File: config.mk
export PLATFORM = sky130hd
export DESIGN_NAME = stochastic_rsi_oscillator_unit
export DESIGN_NICKNAME = d
export VERILOG_FILES = /design/src/srsi_pkg.sv /design/src/srsi_mm_cell.sv /design/src/srsi_sum_cell.sv /design/src/srsi_div.sv /design/src/stochastic_rsi_oscillator_unit.sv
export SDC_FILE = /design/constraint.sdc
export NUM_CORES = 2
export LEC_CHECK = 0
export ABC_AREA = 0
export BUFFER_PORTS_ARGS = -buffer_cell sky130_fd_sc_hd__buf_2
export CORE_ASPECT_RATIO = 1.2
export CORE_MARGIN = 1
export CORE_UTILIZATION = 50
export CTS_BUF_LIST = sky130_fd_sc_hd__clkbuf_8
export CTS_CLUSTER_SIZE = 40
export DETAILED_ROUTE_END_ITERATION = 10
export MAX_ROUTING_LAYER = met4
export PLACE_DENSITY_LB_ADDON = 0.25
export RECOVER_POWER = 25
export SKIP_LAST_GASP = 1
export SLEW_MARGIN = 0
export SYNTH_ARGS = -nofsm -noshare
export SYNTH_HDL_FRONTEND = slang
export SYNTH_SLANG_ARGS = --single-unit
File: constraint.sdc
create_clock -name clk -period 9.05 [get_ports clk]
set_clock_uncertainty 0.15 [all_clocks]
set_input_delay 1.81 -clock clk [delete_from_list [all_inputs] [get_ports clk]]
set_output_delay 1.81 -clock clk [all_outputs]
set_load 0.01 [all_outputs]
File: src/srsi_pkg.sv
// ----------------------------------------------------------------------------
// srsi_pkg: shared types and constants for the stochastic rsi oscillator
// widths of the sample and divider datapath, register codes, fsm states
// ----------------------------------------------------------------------------
package srsi_pkg;

	localparam int RSI_W   = 14;
	localparam int NUM_W   = 27;
	localparam int CFG_K_W = 5;
	localparam int CFG_D_W = 4;
	localparam int DIV_CW  = 4;
	localparam int APB_AW  = 3;
	localparam int APB_DW  = 32;

	localparam logic [RSI_W-1:0]   RSI_FULL_SCALE = 14'd10000;
	localparam logic [RSI_W-1:0]   RSI_MIN_INIT   = 14'h3fff;
	localparam logic [CFG_K_W-1:0] K_PERIOD_RESET = 5'd14;
	localparam logic [CFG_D_W-1:0] D_PERIOD_RESET = 4'd3;

	typedef enum logic [0:0] {
		REG_K_PERIOD = 1'b0,
		REG_D_PERIOD = 1'b1
	} reg_idx_t;

	typedef enum logic [6:0] {
		ST_IDLE = 7'b0000001,
		ST_SCAN = 7'b0000010,
		ST_KDIV = 7'b0000100,
		ST_PUSH = 7'b0001000,
		ST_SUM  = 7'b0010000,
		ST_DDIV = 7'b0100000,
		ST_DONE = 7'b1000000
	} srsi_state_t;

	typedef struct packed {
		logic              start;
		logic [NUM_W-1:0]  num;
		logic [RSI_W-1:0]  den;
	} div_req_t;

	typedef struct packed {
		logic busy;
		logic done;
	} div_stat_t;

endpackage

File: src/srsi_mm_cell.sv
// ----------------------------------------------------------------------------
// srsi_mm_cell: one tap of the rsi history with a running min/max stage
// holds one sample and folds it into the min/max handed down the row
// ----------------------------------------------------------------------------
module srsi_mm_cell (
	input  logic                      clk,
	input  logic                      arst_n,
	input  logic                      shift_en,
	input  logic                      in_window,
	input  logic [srsi_pkg::RSI_W-1:0] sample_in,
	input  logic [srsi_pkg::RSI_W-1:0] lo_in,
	input  logic [srsi_pkg::RSI_W-1:0] hi_in,
	output logic [srsi_pkg::RSI_W-1:0] sample_out,
	output logic [srsi_pkg::RSI_W-1:0] lo_out,
	output logic [srsi_pkg::RSI_W-1:0] hi_out
);

	logic [srsi_pkg::RSI_W-1:0] sample_q;
	logic [srsi_pkg::RSI_W-1:0] lo_q;
	logic [srsi_pkg::RSI_W-1:0] hi_q;

	always_ff @(posedge clk or negedge arst_n) begin
		if (!arst_n) begin
			sample_q <= '0;
		end else if (shift_en) begin
			sample_q <= sample_in;
		end
	end

	// cells outside the window just pass the running values along
	always_ff @(posedge clk) begin
		if (in_window && (sample_q < lo_in)) begin
			lo_q <= sample_q;
		end else begin
			lo_q <= lo_in;
		end
		if (in_window && (sample_q > hi_in)) begin
			hi_q <= sample_q;
		end else begin
			hi_q <= hi_in;
		end
	end

	assign sample_out = sample_q;
	assign lo_out     = lo_q;
	assign hi_out     = hi_q;

endmodule

File: src/srsi_sum_cell.sv
// ----------------------------------------------------------------------------
// srsi_sum_cell: one tap of the %K history with a running sum stage
// holds one %K value and adds it to the partial sum handed down the row
// ----------------------------------------------------------------------------
module srsi_sum_cell #(
	parameter int SUM_W = 18
) (
	input  logic                      clk,
	input  logic                      arst_n,
	input  logic                      shift_en,
	input  logic                      in_window,
	input  logic [srsi_pkg::RSI_W-1:0] k_in,
	input  logic [SUM_W-1:0]          sum_in,
	output logic [srsi_pkg::RSI_W-1:0] k_out,
	output logic [SUM_W-1:0]          sum_out
);

	logic [srsi_pkg::RSI_W-1:0] k_q;
	logic [SUM_W-1:0]          sum_q;

	always_ff @(posedge clk or negedge arst_n) begin
		if (!arst_n) begin
			k_q <= '0;
		end else if (shift_en) begin
			k_q <= k_in;
		end
	end

	always_ff @(posedge clk) begin
		if (in_window) begin
			sum_q <= sum_in + SUM_W'(k_q);
		end else begin
			sum_q <= sum_in;
		end
	end

	assign k_out   = k_q;
	assign sum_out = sum_q;

endmodule

File: src/srsi_div.sv
// ----------------------------------------------------------------------------
// srsi_div: restoring divider, one quotient bit per cycle
// quotient must fit in RSI_W bits, i.e. num < den << RSI_W
// ----------------------------------------------------------------------------
module srsi_div (
	input  logic                       clk,
	input  logic                       arst_n,
	input  srsi_pkg::div_req_t         req,
	output srsi_pkg::div_stat_t        stat,
	output logic [srsi_pkg::RSI_W-1:0] quo
);

	logic [srsi_pkg::DIV_CW-1:0] cnt_q;
	logic                        done_q;
	logic [srsi_pkg::NUM_W-1:0]  rem_q;
	logic [srsi_pkg::NUM_W-1:0]  dsh_q;
	logic [srsi_pkg::RSI_W-1:0]  quo_q;
	logic                        ge;

	assign ge = (rem_q >= dsh_q);

	always_ff @(posedge clk or negedge arst_n) begin
		if (!arst_n) begin
			cnt_q  <= '0;
			done_q <= 1'b0;
		end else if (req.start) begin
			cnt_q  <= srsi_pkg::DIV_CW'(srsi_pkg::RSI_W);
			done_q <= 1'b0;
		end else if (cnt_q != '0) begin
			cnt_q  <= cnt_q - srsi_pkg::DIV_CW'(1);
			done_q <= (cnt_q == srsi_pkg::DIV_CW'(1));
		end else begin
			done_q <= 1'b0;
		end
	end

	always_ff @(posedge clk) begin
		if (req.start) begin
			rem_q <= req.num;
			dsh_q <= srsi_pkg::NUM_W'(req.den) << (srsi_pkg::RSI_W - 1);
			quo_q <= '0;
		end else if (cnt_q != '0) begin
			if (ge) begin
				rem_q <= rem_q - dsh_q;
			end
			quo_q <= {quo_q[srsi_pkg::RSI_W-2:0], ge};
			dsh_q <= dsh_q >> 1;
		end
	end

	assign stat.busy = (cnt_q != '0);
	assign stat.done = done_q;
	assign quo       = quo_q;

endmodule

File: src/stochastic_rsi_oscillator_unit.sv
// ----------------------------------------------------------------------------
// stochastic_rsi_oscillator_unit: streaming stochastic rsi (%K and %D)
// a row of min/max cells over the rsi history, a row of sum cells over the
// %K history, and one shared bit-serial divider
// ----------------------------------------------------------------------------
//
//  channel   signals                             direction  content
//  -------   ---------------------------------   ---------  ---------------------
//  in        in_valid/in_ready, rsi_value        sink       one rsi request
//  out       out_valid/out_ready, k_value,       source     one result request
//            k_valid, d_value, d_valid,
//            flat_window
//  cfg       psel/penable/pwrite/paddr/pwdata,   slave      k_period at 0x0,
//            prdata, pready                                 d_period at 0x4
//
//  sequence: one request at a time; the request is accepted, the min/max row
//  settles, the %K divide runs, the %K value is pushed, the sum row settles,
//  the %D divide runs and the output register is loaded; the pace is set by
//  the two cell rows and the one-bit-per-cycle divider; a flat window or too
//  few %K values skips a divide, too few samples ends after the scan
//  reset: arst_n clears histories, sample count, fsm and output valid
//  stalls: the finished result waits in the output register; the next request
//  is taken meanwhile and only holds in its last state if out is still full
// ----------------------------------------------------------------------------
module stochastic_rsi_oscillator_unit #(
	parameter int MAX_K_WINDOW = 16,
	parameter int MAX_D_WINDOW = 8
) (
	input  logic                         clk,
	input  logic                         arst_n,
	// rsi input
	input  logic                         in_valid,
	output logic                         in_ready,
	input  logic [srsi_pkg::RSI_W-1:0]   rsi_value,
	// result output
	output logic                         out_valid,
	input  logic                         out_ready,
	output logic [srsi_pkg::RSI_W-1:0]   k_value,
	output logic                         k_valid,
	output logic [srsi_pkg::RSI_W-1:0]   d_value,
	output logic                         d_valid,
	output logic                         flat_window,
	// configuration
	input  logic                         psel,
	input  logic                         penable,
	input  logic                         pwrite,
	input  logic [srsi_pkg::APB_AW-1:0]  paddr,
	input  logic [srsi_pkg::APB_DW-1:0]  pwdata,
	output logic [srsi_pkg::APB_DW-1:0]  prdata,
	output logic                         pready
);

	// counter wide enough for the saturated sample count and both scans
	localparam int CW    = $clog2(MAX_K_WINDOW + MAX_D_WINDOW + 1);
	localparam int TW    = CW + 1;
	// sum of up to MAX_D_WINDOW values of at most full scale
	localparam int SUM_W = srsi_pkg::RSI_W + $clog2(MAX_D_WINDOW) + 1;

	// ------------------------------------------------------------------
	// configuration registers
	// ------------------------------------------------------------------
	logic [srsi_pkg::CFG_K_W-1:0] cfg_k_q;
	logic [srsi_pkg::CFG_D_W-1:0] cfg_d_q;
	logic                         cfg_wr;

	assign pready = 1'b1;
	assign cfg_wr = psel && penable && pwrite;

	// only the register bit of the address is decoded
	always_ff @(posedge clk or negedge arst_n) begin
		if (!arst_n) begin
			cfg_k_q <= srsi_pkg::K_PERIOD_RESET;
			cfg_d_q <= srsi_pkg::D_PERIOD_RESET;
		end else if (cfg_wr) begin
			unique case (srsi_pkg::reg_idx_t'(paddr[2]))
				srsi_pkg::REG_K_PERIOD: cfg_k_q <= pwdata[srsi_pkg::CFG_K_W-1:0];
				srsi_pkg::REG_D_PERIOD: cfg_d_q <= pwdata[srsi_pkg::CFG_D_W-1:0];
				default: ;
			endcase
		end
	end

	always_comb begin
		unique case (srsi_pkg::reg_idx_t'(paddr[2]))
			srsi_pkg::REG_K_PERIOD: prdata = srsi_pkg::APB_DW'(cfg_k_q);
			srsi_pkg::REG_D_PERIOD: prdata = srsi_pkg::APB_DW'(cfg_d_q);
			default:                prdata = '0;
		endcase
	end

	// effective periods: zero acts as one, too large acts as the maximum
	logic [CW-1:0] kp;
	logic [CW-1:0] dp;

	always_comb begin
		priority if (cfg_k_q == '0) begin
			kp = CW'(1);
		end else if (32'(cfg_k_q) > 32'(MAX_K_WINDOW)) begin
			kp = CW'(MAX_K_WINDOW);
		end else begin
			kp = CW'(cfg_k_q);
		end
		priority if (cfg_d_q == '0) begin
			dp = CW'(1);
		end else if (32'(cfg_d_q) > 32'(MAX_D_WINDOW)) begin
			dp = CW'(MAX_D_WINDOW);
		end else begin
			dp = CW'(cfg_d_q);
		end
	end

	// ------------------------------------------------------------------
	// control state
	// ------------------------------------------------------------------
	srsi_pkg::srsi_state_t       state_q;
	logic [CW-1:0]               cnt_q;
	logic [CW-1:0]               seen_q;
	logic [srsi_pkg::RSI_W-1:0]  cur_q;
	logic [srsi_pkg::RSI_W-1:0]  k_res_q;
	logic                        flat_q;
	logic                        out_valid_q;
	logic [srsi_pkg::RSI_W-1:0]  k_value_q;
	logic                        k_valid_q;
	logic [srsi_pkg::RSI_W-1:0]  d_value_q;
	logic                        d_valid_q;
	logic                        flat_window_q;

	logic                        in_acc;
	logic                        out_acc;
	logic [srsi_pkg::RSI_W-1:0]  sat_sample;
	logic                        scan_end;
	logic                        sum_end;
	logic                        k_ok;
	logic                        d_ok;
	logic                        flat;
	logic                        load_out;
	logic                        push_k;

	// ------------------------------------------------------------------
	// rsi history: row of min/max cells, cell 0 holds the newest sample
	// ------------------------------------------------------------------
	logic [srsi_pkg::RSI_W-1:0] samp_c [MAX_K_WINDOW];
	logic [srsi_pkg::RSI_W-1:0] lo_c   [MAX_K_WINDOW];
	logic [srsi_pkg::RSI_W-1:0] hi_c   [MAX_K_WINDOW];
	logic [MAX_K_WINDOW-1:0]    win_k;

	for (genvar i = 0; i < MAX_K_WINDOW; i++) begin : g_kcell
		assign win_k[i] = (CW'(i) < kp);
		if (i == 0) begin : g_head
			srsi_mm_cell u_cell (
				.clk        (clk),
				.arst_n     (arst_n),
				.shift_en   (in_acc),
				.in_window  (win_k[i]),
				.sample_in  (sat_sample),
				.lo_in      (srsi_pkg::RSI_MIN_INIT),
				.hi_in      ('0),
				.sample_out (samp_c[i]),
				.lo_out     (lo_c[i]),
				.hi_out     (hi_c[i])
			);
		end else begin : g_body
			srsi_mm_cell u_cell (
				.clk        (clk),
				.arst_n     (arst_n),
				.shift_en   (in_acc),
				.in_window  (win_k[i]),
				.sample_in  (samp_c[i-1]),
				.lo_in      (lo_c[i-1]),
				.hi_in      (hi_c[i-1]),
				.sample_out (samp_c[i]),
				.lo_out     (lo_c[i]),
				.hi_out     (hi_c[i])
			);
		end
	end

	// ------------------------------------------------------------------
	// %K history: row of sum cells, only valid %K values are pushed
	// ------------------------------------------------------------------
	logic [srsi_pkg::RSI_W-1:0] kh_c  [MAX_D_WINDOW];
	logic [SUM_W-1:0]           sum_c [MAX_D_WINDOW];
	logic [MAX_D_WINDOW-1:0]    win_d;

	for (genvar i = 0; i < MAX_D_WINDOW; i++) begin : g_dcell
		assign win_d[i] = (CW'(i) < dp);
		if (i == 0) begin : g_head
			srsi_sum_cell #(.SUM_W(SUM_W)) u_cell (
				.clk       (clk),
				.arst_n    (arst_n),
				.shift_en  (push_k),
				.in_window (win_d[i]),
				.k_in      (k_res_q),
				.sum_in    ('0),
				.k_out     (kh_c[i]),
				.sum_out   (sum_c[i])
			);
		end else begin : g_body
			srsi_sum_cell #(.SUM_W(SUM_W)) u_cell (
				.clk       (clk),
				.arst_n    (arst_n),
				.shift_en  (push_k),
				.in_window (win_d[i]),
				.k_in      (kh_c[i-1]),
				.sum_in    (sum_c[i-1]),
				.k_out     (kh_c[i]),
				.sum_out   (sum_c[i])
			);
		end
	end

	// ------------------------------------------------------------------
	// shared divider: %K first, then %D
	// ------------------------------------------------------------------
	srsi_pkg::div_req_t          div_req;
	srsi_pkg::div_stat_t         div_stat;
	logic [srsi_pkg::RSI_W-1:0]  div_quo;
	logic [srsi_pkg::RSI_W-1:0]  win_lo;
	logic [srsi_pkg::RSI_W-1:0]  win_hi;

	srsi_div u_div (
		.clk    (clk),
		.arst_n (arst_n),
		.req    (div_req),
		.stat   (div_stat),
		.quo    (div_quo)
	);

	assign win_lo = lo_c[MAX_K_WINDOW-1];
	assign win_hi = hi_c[MAX_K_WINDOW-1];

	// ------------------------------------------------------------------
	// handshakes and decisions
	// ------------------------------------------------------------------
	assign in_ready   = (state_q == srsi_pkg::ST_IDLE);
	assign in_acc     = in_valid && in_ready;
	assign out_acc    = out_valid_q && out_ready;
	assign sat_sample = (rsi_value > srsi_pkg::RSI_FULL_SCALE) ?
	                    srsi_pkg::RSI_FULL_SCALE : rsi_value;

	// the row settles one cell per cycle, so wait out its full length
	assign scan_end = (state_q == srsi_pkg::ST_SCAN) && (cnt_q == CW'(MAX_K_WINDOW));
	assign sum_end  = (state_q == srsi_pkg::ST_SUM) && (cnt_q == CW'(MAX_D_WINDOW));
	assign k_ok     = (seen_q >= kp);
	// d_period %K values exist once seen >= kp + dp - 1
	assign d_ok     = ((TW'(seen_q) + TW'(1)) >= (TW'(kp) + TW'(dp)));
	assign flat     = (win_hi == win_lo);
	assign push_k   = (state_q == srsi_pkg::ST_PUSH);
	assign load_out = (state_q == srsi_pkg::ST_DONE) && (!out_valid_q || out_ready);

	always_comb begin
		div_req.start = 1'b0;
		div_req.num   = srsi_pkg::NUM_W'(srsi_pkg::RSI_FULL_SCALE) *
		                srsi_pkg::NUM_W'(cur_q - win_lo);
		div_req.den   = win_hi - win_lo;
		if (scan_end && k_ok && !flat) begin
			div_req.start = 1'b1;
		end else if (sum_end && d_ok) begin
			div_req.start = 1'b1;
			div_req.num   = srsi_pkg::NUM_W'(sum_c[MAX_D_WINDOW-1]);
			div_req.den   = srsi_pkg::RSI_W'(dp);
		end
	end

	// ------------------------------------------------------------------
	// sequencer
	// ------------------------------------------------------------------
	always_ff @(posedge clk or negedge arst_n) begin
		if (!arst_n) begin
			state_q <= srsi_pkg::ST_IDLE;
			cnt_q   <= '0;
			seen_q  <= '0;
		end else begin
			unique case (state_q)
				srsi_pkg::ST_IDLE: begin
					if (in_acc) begin
						cnt_q   <= '0;
						state_q <= srsi_pkg::ST_SCAN;
						if (seen_q != CW'(MAX_K_WINDOW + MAX_D_WINDOW)) begin
							seen_q <= seen_q + CW'(1);
						end
					end
				end
				srsi_pkg::ST_SCAN: begin
					if (!scan_end) begin
						cnt_q <= cnt_q + CW'(1);
					end else if (!k_ok) begin
						state_q <= srsi_pkg::ST_DONE;
					end else if (flat) begin
						state_q <= srsi_pkg::ST_PUSH;
					end else begin
						state_q <= srsi_pkg::ST_KDIV;
					end
				end
				srsi_pkg::ST_KDIV: begin
					if (div_stat.done) begin
						state_q <= srsi_pkg::ST_PUSH;
					end
				end
				srsi_pkg::ST_PUSH: begin
					cnt_q   <= '0;
					state_q <= srsi_pkg::ST_SUM;
				end
				srsi_pkg::ST_SUM: begin
					if (!sum_end) begin
						cnt_q <= cnt_q + CW'(1);
					end else if (d_ok) begin
						state_q <= srsi_pkg::ST_DDIV;
					end else begin
						state_q <= srsi_pkg::ST_DONE;
					end
				end
				srsi_pkg::ST_DDIV: begin
					if (div_stat.done) begin
						state_q <= srsi_pkg::ST_DONE;
					end
				end
				srsi_pkg::ST_DONE: begin
					if (load_out) begin
						state_q <= srsi_pkg::ST_IDLE;
					end
				end
				default: state_q <= srsi_pkg::ST_IDLE;
			endcase
		end
	end

	// working result registers
	logic [srsi_pkg::RSI_W-1:0] d_res_q;
	logic                       k_ok_q;
	logic                       d_ok_q;

	always_ff @(posedge clk) begin
		if (in_acc) begin
			cur_q <= sat_sample;
		end
		if (scan_end) begin
			k_ok_q  <= k_ok;
			d_ok_q  <= 1'b0;
			flat_q  <= k_ok && flat;
			k_res_q <= '0;
			d_res_q <= '0;
		end
		if ((state_q == srsi_pkg::ST_KDIV) && div_stat.done) begin
			k_res_q <= div_quo;
		end
		if (sum_end) begin
			d_ok_q <= d_ok;
		end
		if ((state_q == srsi_pkg::ST_DDIV) && div_stat.done) begin
			d_res_q <= div_quo;
		end
	end

	// ------------------------------------------------------------------
	// output register
	// ------------------------------------------------------------------
	always_ff @(posedge clk or negedge arst_n) begin
		if (!arst_n) begin
			out_valid_q <= 1'b0;
		end else if (load_out) begin
			out_valid_q <= 1'b1;
		end else if (out_acc) begin
			out_valid_q <= 1'b0;
		end
	end

	always_ff @(posedge clk) begin
		if (load_out) begin
			k_value_q     <= k_res_q;
			k_valid_q     <= k_ok_q;
			d_value_q     <= d_res_q;
			d_valid_q     <= d_ok_q;
			flat_window_q <= flat_q;
		end
	end

	assign out_valid   = out_valid_q;
	assign k_value     = k_value_q;
	assign k_valid     = k_valid_q;
	assign d_value     = d_value_q;
	assign d_valid     = d_valid_q;
	assign flat_window = flat_window_q;

	// ------------------------------------------------------------------
	// checks
	// ------------------------------------------------------------------
`ifndef SYNTHESIS
	a_accept_starts_scan: assert property (@(posedge clk) disable iff (!arst_n)
		in_valid && in_ready |=> state_q == srsi_pkg::ST_SCAN)
		else $error("accepted request did not start the window scan");

	a_div_idle_on_start: assert property (@(posedge clk) disable iff (!arst_n)
		div_req.start |-> !div_stat.busy)
		else $error("divider restarted while busy");

	a_div_done_in_wait: assert property (@(posedge clk) disable iff (!arst_n)
		div_stat.done |-> (state_q == srsi_pkg::ST_KDIV || state_q == srsi_pkg::ST_DDIV))
		else $error("divider finished outside a divide state");

	a_result_range: assert property (@(posedge clk) disable iff (!arst_n)
		out_valid |-> (k_value <= srsi_pkg::RSI_FULL_SCALE) &&
		              (d_value <= srsi_pkg::RSI_FULL_SCALE) && (!d_valid || k_valid))
		else $error("result out of range or inconsistent valids");

	a_flat_forces_zero: assert property (@(posedge clk) disable iff (!arst_n)
		out_valid && flat_window |-> k_valid && (k_value == '0))
		else $error("flat window without zero k value");
`endif

endmodule
=== Word-level counts from Yosys, hierarchy flattened ===
Cells that the tools add are included.

* Multiplexer cells: 76
* Add/subtract/negate cells: 15
* Equal/unequal tests: 20
* Reduce and logical (&&, ||, !) cells: 64
* Bitwise operators: 1
* Divide/modulo/power cells: 0
* $lt $le $gt $ge: 62
* Multipliers: 1
* Shift operators: 0

{| class="wikitable"
|+ Operators by type and width
! operator !! count
|-
| two-way mux 14 bit || 34
|-
| > comparator 14 bit || 15
|-
| less-than comparator 14 bit || 15
|-
| two-way mux 27 bit || 5
|-
| adder 18 x 14 -> 18 bit || 7
|-
| two-way mux 18 bit || 7
|-
| one-hot mux 32 bit (2 select lines) || 1
|-
| two-way mux 7 bit || 8
|-
| one-hot mux 7 bit (7 select lines) || 1
|-
| logical AND 1 bit || 45
|-
| two-way mux 42 bit || 1
|-
| two-way mux 41 bit || 1
|-
| less-than comparator 3 x 5 -> 1 bit (first input constant) || 8
|-
| less-than comparator 4 x 5 -> 1 bit (first input constant) || 8
|-
| >= comparator 27 bit || 1
|-
| multiplier 10 x 27 -> 23 bit (first input constant) || 1
|-
| subtractor 27 bit || 1
|-
| two-way mux 5 bit || 5
|-
| less-than comparator 1 x 5 -> 1 bit (first input constant) || 4
|-
| less-than comparator 2 x 5 -> 1 bit (first input constant) || 4
|-
| two-way mux 4 bit || 5
|-
| one-hot mux 5 bit (4 select lines) || 1
|-
| subtractor 14 x 14 -> 15 bit || 1
|-
| equality test 14 bit || 1
|-
| 37 further kinds || 59
|}

* Latch bits: 0
* Output and inout bits: 66
* Memories kept: 0
* Bits in registers: 1104
* Memory bits (read-only): 0
* Input bits: 56
* Word-level logic and storage cells: 327
* Memory bits (writable): 0

=== Logic depth before layout (Yosys ltp) ===
* Word-level depth: 10
* Depth in mapped cells: 29
* Gate-level depth less buffers: 29

=== Modules after synthesis ===
From an unflattened synthesis, not the netlist that was laid out.

* Cell total of the unflattened synthesis: 5743
* Area total of the unflattened synthesis: 62700.1 µm²

{| class="wikitable"
|+ By module, submodules not included
! module !! instances !! area an instance (µm²) !! cells an instance
|-
| srsi_mm_cell || 16 || 2155.8 || 184
|-
| stochastic_rsi_oscillator_unit || 1 || 8954.8 || 918
|-
| srsi_sum_cell (g_dcell[3].g_body.u_cell ...) || 5 || 1778.0 || 160
|-
| srsi_sum_cell (g_dcell[0].g_head.u_cell ...) || 3 || 1880.6 || 179
|-
| srsi_div || 1 || 4720.8 || 544
|}

=== Least setup slack after synthesis ===
No wires, ideal clock.

* Path type: reg2reg
* Start point: reg cfg_d_q[2] (netlist name)
* End point: reg u_div.rem_q[0] (netlist name) (enable)
* Cell stages (with the launch flop): 22
* Required time: 8.447 ns
* Slack: 2.673 ns
* Clock period less this slack: 6.377 ns
* Arrival: 5.774 ns
* Buffers on the path: 4
* Cells stage by stage: dfrtp_1 -> clkbuf_1 -> or2_2 -> clkbuf_1 -> nor2_1 -> clkbuf_1 -> a21oi_1 -> inv_1 -> ha_1 -> fa_1 -> a21o_1 -> a21oi_1 -> xnor2_1 -> ha_1 -> a21o_1 -> a21oi_1 -> or3_1 -> buf_2 -> inv_2 -> nor2_2 -> nand2_1 -> a21boi_0

* Word-level cells in the longest chain between the ends: 10
* Elaborated cells between the ends (all ways): 12

{| class="wikitable"
|+ RTL lines
! item !! line !! source
|-
| start, declared || stochastic_rsi_oscillator_unit.sv:63 || <nowiki>logic [srsi_pkg::CFG_D_W-1:0] cfg_d_q;</nowiki>
|-
| start signal, assigned || stochastic_rsi_oscillator_unit.sv:73 || <nowiki>cfg_d_q <= srsi_pkg::D_PERIOD_RESET;</nowiki>
|-
| start signal, assigned || stochastic_rsi_oscillator_unit.sv:77 || <nowiki>srsi_pkg::REG_D_PERIOD: cfg_d_q <= pwdata[srsi_pkg::CFG_D_W-1:0];</nowiki>
|-
| > comparator 4 bit || stochastic_rsi_oscillator_unit.sv:105 || <nowiki>end else if (32'(cfg_d_q) > 32'(MAX_D_WINDOW)) begin</nowiki>
|-
| two-way mux 4 bit || stochastic_rsi_oscillator_unit.sv:105 ||
|-
| two-way mux 4 bit * || stochastic_rsi_oscillator_unit.sv:103 || <nowiki>priority if (cfg_d_q == '0) begin</nowiki>
|-
| adder 5 x 5 -> 6 bit * || stochastic_rsi_oscillator_unit.sv:246 || <nowiki>assign d_ok = ((TW'(seen_q) + TW'(1)) >= (TW'(kp) + TW'(dp)));</nowiki>
|-
| >= comparator 6 bit * || stochastic_rsi_oscillator_unit.sv:246 ||
|-
| logical AND 1 bit * || stochastic_rsi_oscillator_unit.sv:258 || <nowiki>end else if (sum_end && d_ok) begin</nowiki>
|-
| two-way mux 42 bit * || stochastic_rsi_oscillator_unit.sv:258 ||
|-
| two-way mux 1 bit * || stochastic_rsi_oscillator_unit.sv:256 || <nowiki>if (scan_end && k_ok && !flat) begin</nowiki>
|-
| nonzero test 2 bit (no line) || -- ||
|-
| AND reduction 2 bit (no line) * || -- ||
|-
| end signal, assigned || srsi_div.sv:39 || <nowiki>rem_q <= req.num;</nowiki>
|-
| end signal, assigned || srsi_div.sv:44 || <nowiki>rem_q <= rem_q - dsh_q;</nowiki>
|-
| end, declared || srsi_div.sv:15 || <nowiki>logic [srsi_pkg::NUM_W-1:0] rem_q;</nowiki>
|}

Mark *: on every way between the ends. The rest lies on a longest branch, timed or not.
A chain may end at the register's enable or synchronous reset.

=== Worst setup path after layout ===
* Start point: reg cfg_d_q[3] (netlist name)
* End point: reg u_div.rem_q[24] (netlist name) (enable)

Same word-level chain as after synthesis.

==> impl_results.md <==
* Root buf cell: clkbuf_8
* Final WS setup at 1460 ps
* Hold_ws at 239 ps
* Synth Area in Compound Gates at 9.74%
* Gate Count Post-Synth at 5740
* Global-route wire length before repair at 211000 µm
* Worst-Margin Slew at 6120 ps
* XOR/XNOR Fraction of Synth Area at 2.73%
* Area leader, netlist: dfxtp_1
* Worst Hold Depth at 0
* Rows at 135
* IO Port Bufs at 64
* Period minus WS final at 7590 ps
* Full die area at 116000 µm²
* Fin util at 55.4%
* CP Max Fanout at 27
* Final setup fails at 0
* Simple logic cell fraction of the synthesized area at 11.4%
* Clock Sink Count at 1094
* Initial DRC Count at 1881
* Final-stage net count at 6558
* Clock Path Buffers at 3
* DRT Wirelength at 130000 µm
* Crit path cell chain: or2_0 -> nor2_2 -> a21oi_1 -> inv_1 -> ha_1 -> fa_1 -> inv_1 -> ha_1 -> a21o_1 -> a21o_1 -> a21o_1 -> a21o_1 -> a21oi_1 -> or3_1 -> inv_2 -> nor2_2 -> nand2_1 -> a21boi_2 -> buf_4
* EDFF count, synth at 117
* RSZ-0062 raised after global routing: false
* GPL Wtd Cong at 0.917
* Post-DRT Antenna Nets at 0
* Pre-CTS worst setup slack at 2140 ps
* Synth top area cells: dfxtp_1 (21%), dfrtp_1 (16%), ha_1 (14%)
* Hold EP: g_dcell[0].g_head.u_cell.sum_out[0]
* Metal2 WL at 64500 µm
* Final worst-path cycle share at 83.8%
* Layout area overhead at 9.63%
* Post-Syn Area at 57200 µm²
* Die width at 311 µm
* H-tree levels at 4
* Post-synthesis mux area share at 11.2%
* Filler instances at 10000
* #FFs+latches synth at 1094
* Seq. cell area at 24900 µm²
* CTS Hold Bufs at 0
* Failing checks: capacitance limit, slew limit
* Initial Util at 50.5%
* HPWL after detailed placement at 95700 µm
* Max Cap Viol at 3
* Largest net degree at the start of global routing at 174
* HP Start: g_dcell[0].g_head.u_cell.k_out[0]
* Async SR Flop Fraction at 33.6%
* Largest family of logic cells by synthesized area: adder cells
* Slowest cell on the critical path: or2_0
* IO Count at 122
* Post-CTS Resized at 0
* Vias in the first global route at 40000
* CP required at 9490 ps
* CTS tree: yes
* Share of the synthesized area in the top cell type at 21.3%
* Fraction of layout cells with a size suffix above 1 at 16.1%
* Synth warn at 0
* Post-synth top flop: dfxtp_1
* Footprint of the multi-input gates at 29000 µm²
* Syn Area/Cell at 9.96 µm²
* Reg2reg start: cfg_d_q[3]
* CP endpoint kind: flop
* Die Span Y at 372 µm
* Worst-path clk slew at 70 ps
* Post-CTS Setup Inserts at 0
* Status: finished with violations
* Reg2Reg Depth at 19
* Global-route usage over all layers at 23.4%
* Type of origin of the critical path: flop
* Top layer in use: met4
* Area of the core at 113000 µm²
* Global route overflow at 0
* Slew Limit Fails at 182
* Synth cell types at 84
* First-pass iteration count of the detailed router at 6
* Routed len/inst at 17.4 µm
* Antenna violations before repair at 9
* Worst hold path class: flop to flop
* Final Hold Violating Endpoints at 0
* Fmax at 0.132 GHz
* Residual DRC at 0
* Vias per inst at 5.28
* CP max stage delay at 1190 ps
* Critical path arrival at 8020 ps
* Max_slew headroom at -308%
* Sequential share of the synthesized area at 43.6%
* Cell mode on critical path: a21o_1
* Post-Synth Adder-Cell Area at 15.5%
* Worst R2R End: u_div.rem_q[24]
* Total CTS buffers at 175
* Vias at 39500
* Crit path from: cfg_d_q[3]
* Met1 wire length at 57200 µm
* TNS Setup at 0 ps
* Clk_lat worst skew at 910 ps
* R2R Setup Slk at 1460 ps
* Critical path class: flop to flop
* WL met3 at 5040 µm
[synth_stat cells (14+ instances only)]
cell	number
a21boi_0	31
edfxtp_1	117
ha_1	639
buf_2	23
mux2_2	550
nand4_1	47
nor2_1	200
dfrtp_1	362
or2_2	15
nor3_1	41
nor2b_1	77
fa_1	43
o21a_1	20
buf_4	28
a21o_1	142
o22ai_1	14
nand2_1	839
o31ai_1	28
a31oi_1	20
and2_1	15
a211oi_1	28
a21oi_1	268
nand2b_1	72
xor2_1	95
clkbuf_1	163
and3_1	49
dfxtp_1	609
o21ai_0	241
inv_1	632
xnor2_1	79
nand3_1	63
[stage by stage]
| step | area (µm²) | cells |
|---|---|---|
| after detailed placement | 58900 | 7150 |
| after floorplan | 57300 | 5766 |
| after global routing | 62700 | 7481 |
| after global placement | 58900 | 7150 |
| after CTS | 62700 | 7479 |
| final | 62700 | 7483 |
[sequential cells by signal, indices dropped and copies added, names as in the netlist, 27 cells and up]
register,cells
g_dcell.g_body.u_cell.sum_out,120
g_dcell.g_body.u_cell.k_out,98
g_kcell.g_body.u_cell.hi_out,210
g_kcell.g_body.u_cell.lo_out,210
u_div.dsh_q,27
g_kcell.g_body.u_cell.sample_out,210
u_div.rem_q,27
[kinds of logic after synthesis]
group                      after synthesis
adders and majority gates              682
DFF                                   1094
muxes                                  564
xor gates and xnor gates               176
AOI/OAI and AO/OA                      899
buffers and inverters                  858
and+or+nand+nor                       1465
other                                    2
[worst max path at each step]
stage	to	slack, ps	cells after the start
2_1_floorplan	u_div.rem_q[0]	2670	21
3_3_place_gp	u_div.rem_q[24]	2210	19
3_5_place_dp	u_div.rem_q[26]	2140	19
4_1_cts	u_div.rem_q[24]	2080	19
5_1_grt	u_div.rem_q[23]	1010	19
6_report	u_div.rem_q[24]	1460	19
[worst max-delay path, delay by kind of cell (launching register included)]
kind,cells,cell delay [ps]
adders and majority gates,3,980
AOI/OAI and AO/OA,7,1820
buffers and inverters,4,770
DFF,1,580
and+or+nand+nor,5,2940
[layout by cell type (no fill, tap or decap), drive strengths merged, types with 77 or more instances in the layout]
cell / synthesis / routed
edfxtp: 117 / 117
nand2: 839 / 839
o21ai: 249 / 249
a21oi: 269 / 269
ha: 639 / 639
nor2b: 77 / 77
nor2: 201 / 201
mux2: 562 / 562
inv: 634 / 705
a21o: 142 / 142
dfxtp: 609 / 609
buf: 60 / 88
xor2: 95 / 95
dfrtp: 362 / 362
clkbuf: 163 / 225
xnor2: 80 / 80
[per-layer routing]
metal	global-route usage [%]	vias up
met3	3.49	245
li1	-	19600
met1	28.0	19000
met4	7.63	0
met2	40.3	675
met5	-	-
[area by class of cell]
class	count	share of cell area [%]
flip-flops and latches	1094	39.8
multi-input cells	3814	46.3
repair buffers	100	0.962
clock inverters	116	1.45
clock buffers	213	4.68
well taps	1507	3.01
inverters	635	3.82
diodes	4	0.0160
Power is not shown: default switching activity piles up to over one toggle a cycle in this logic, so the estimate is an artifact.
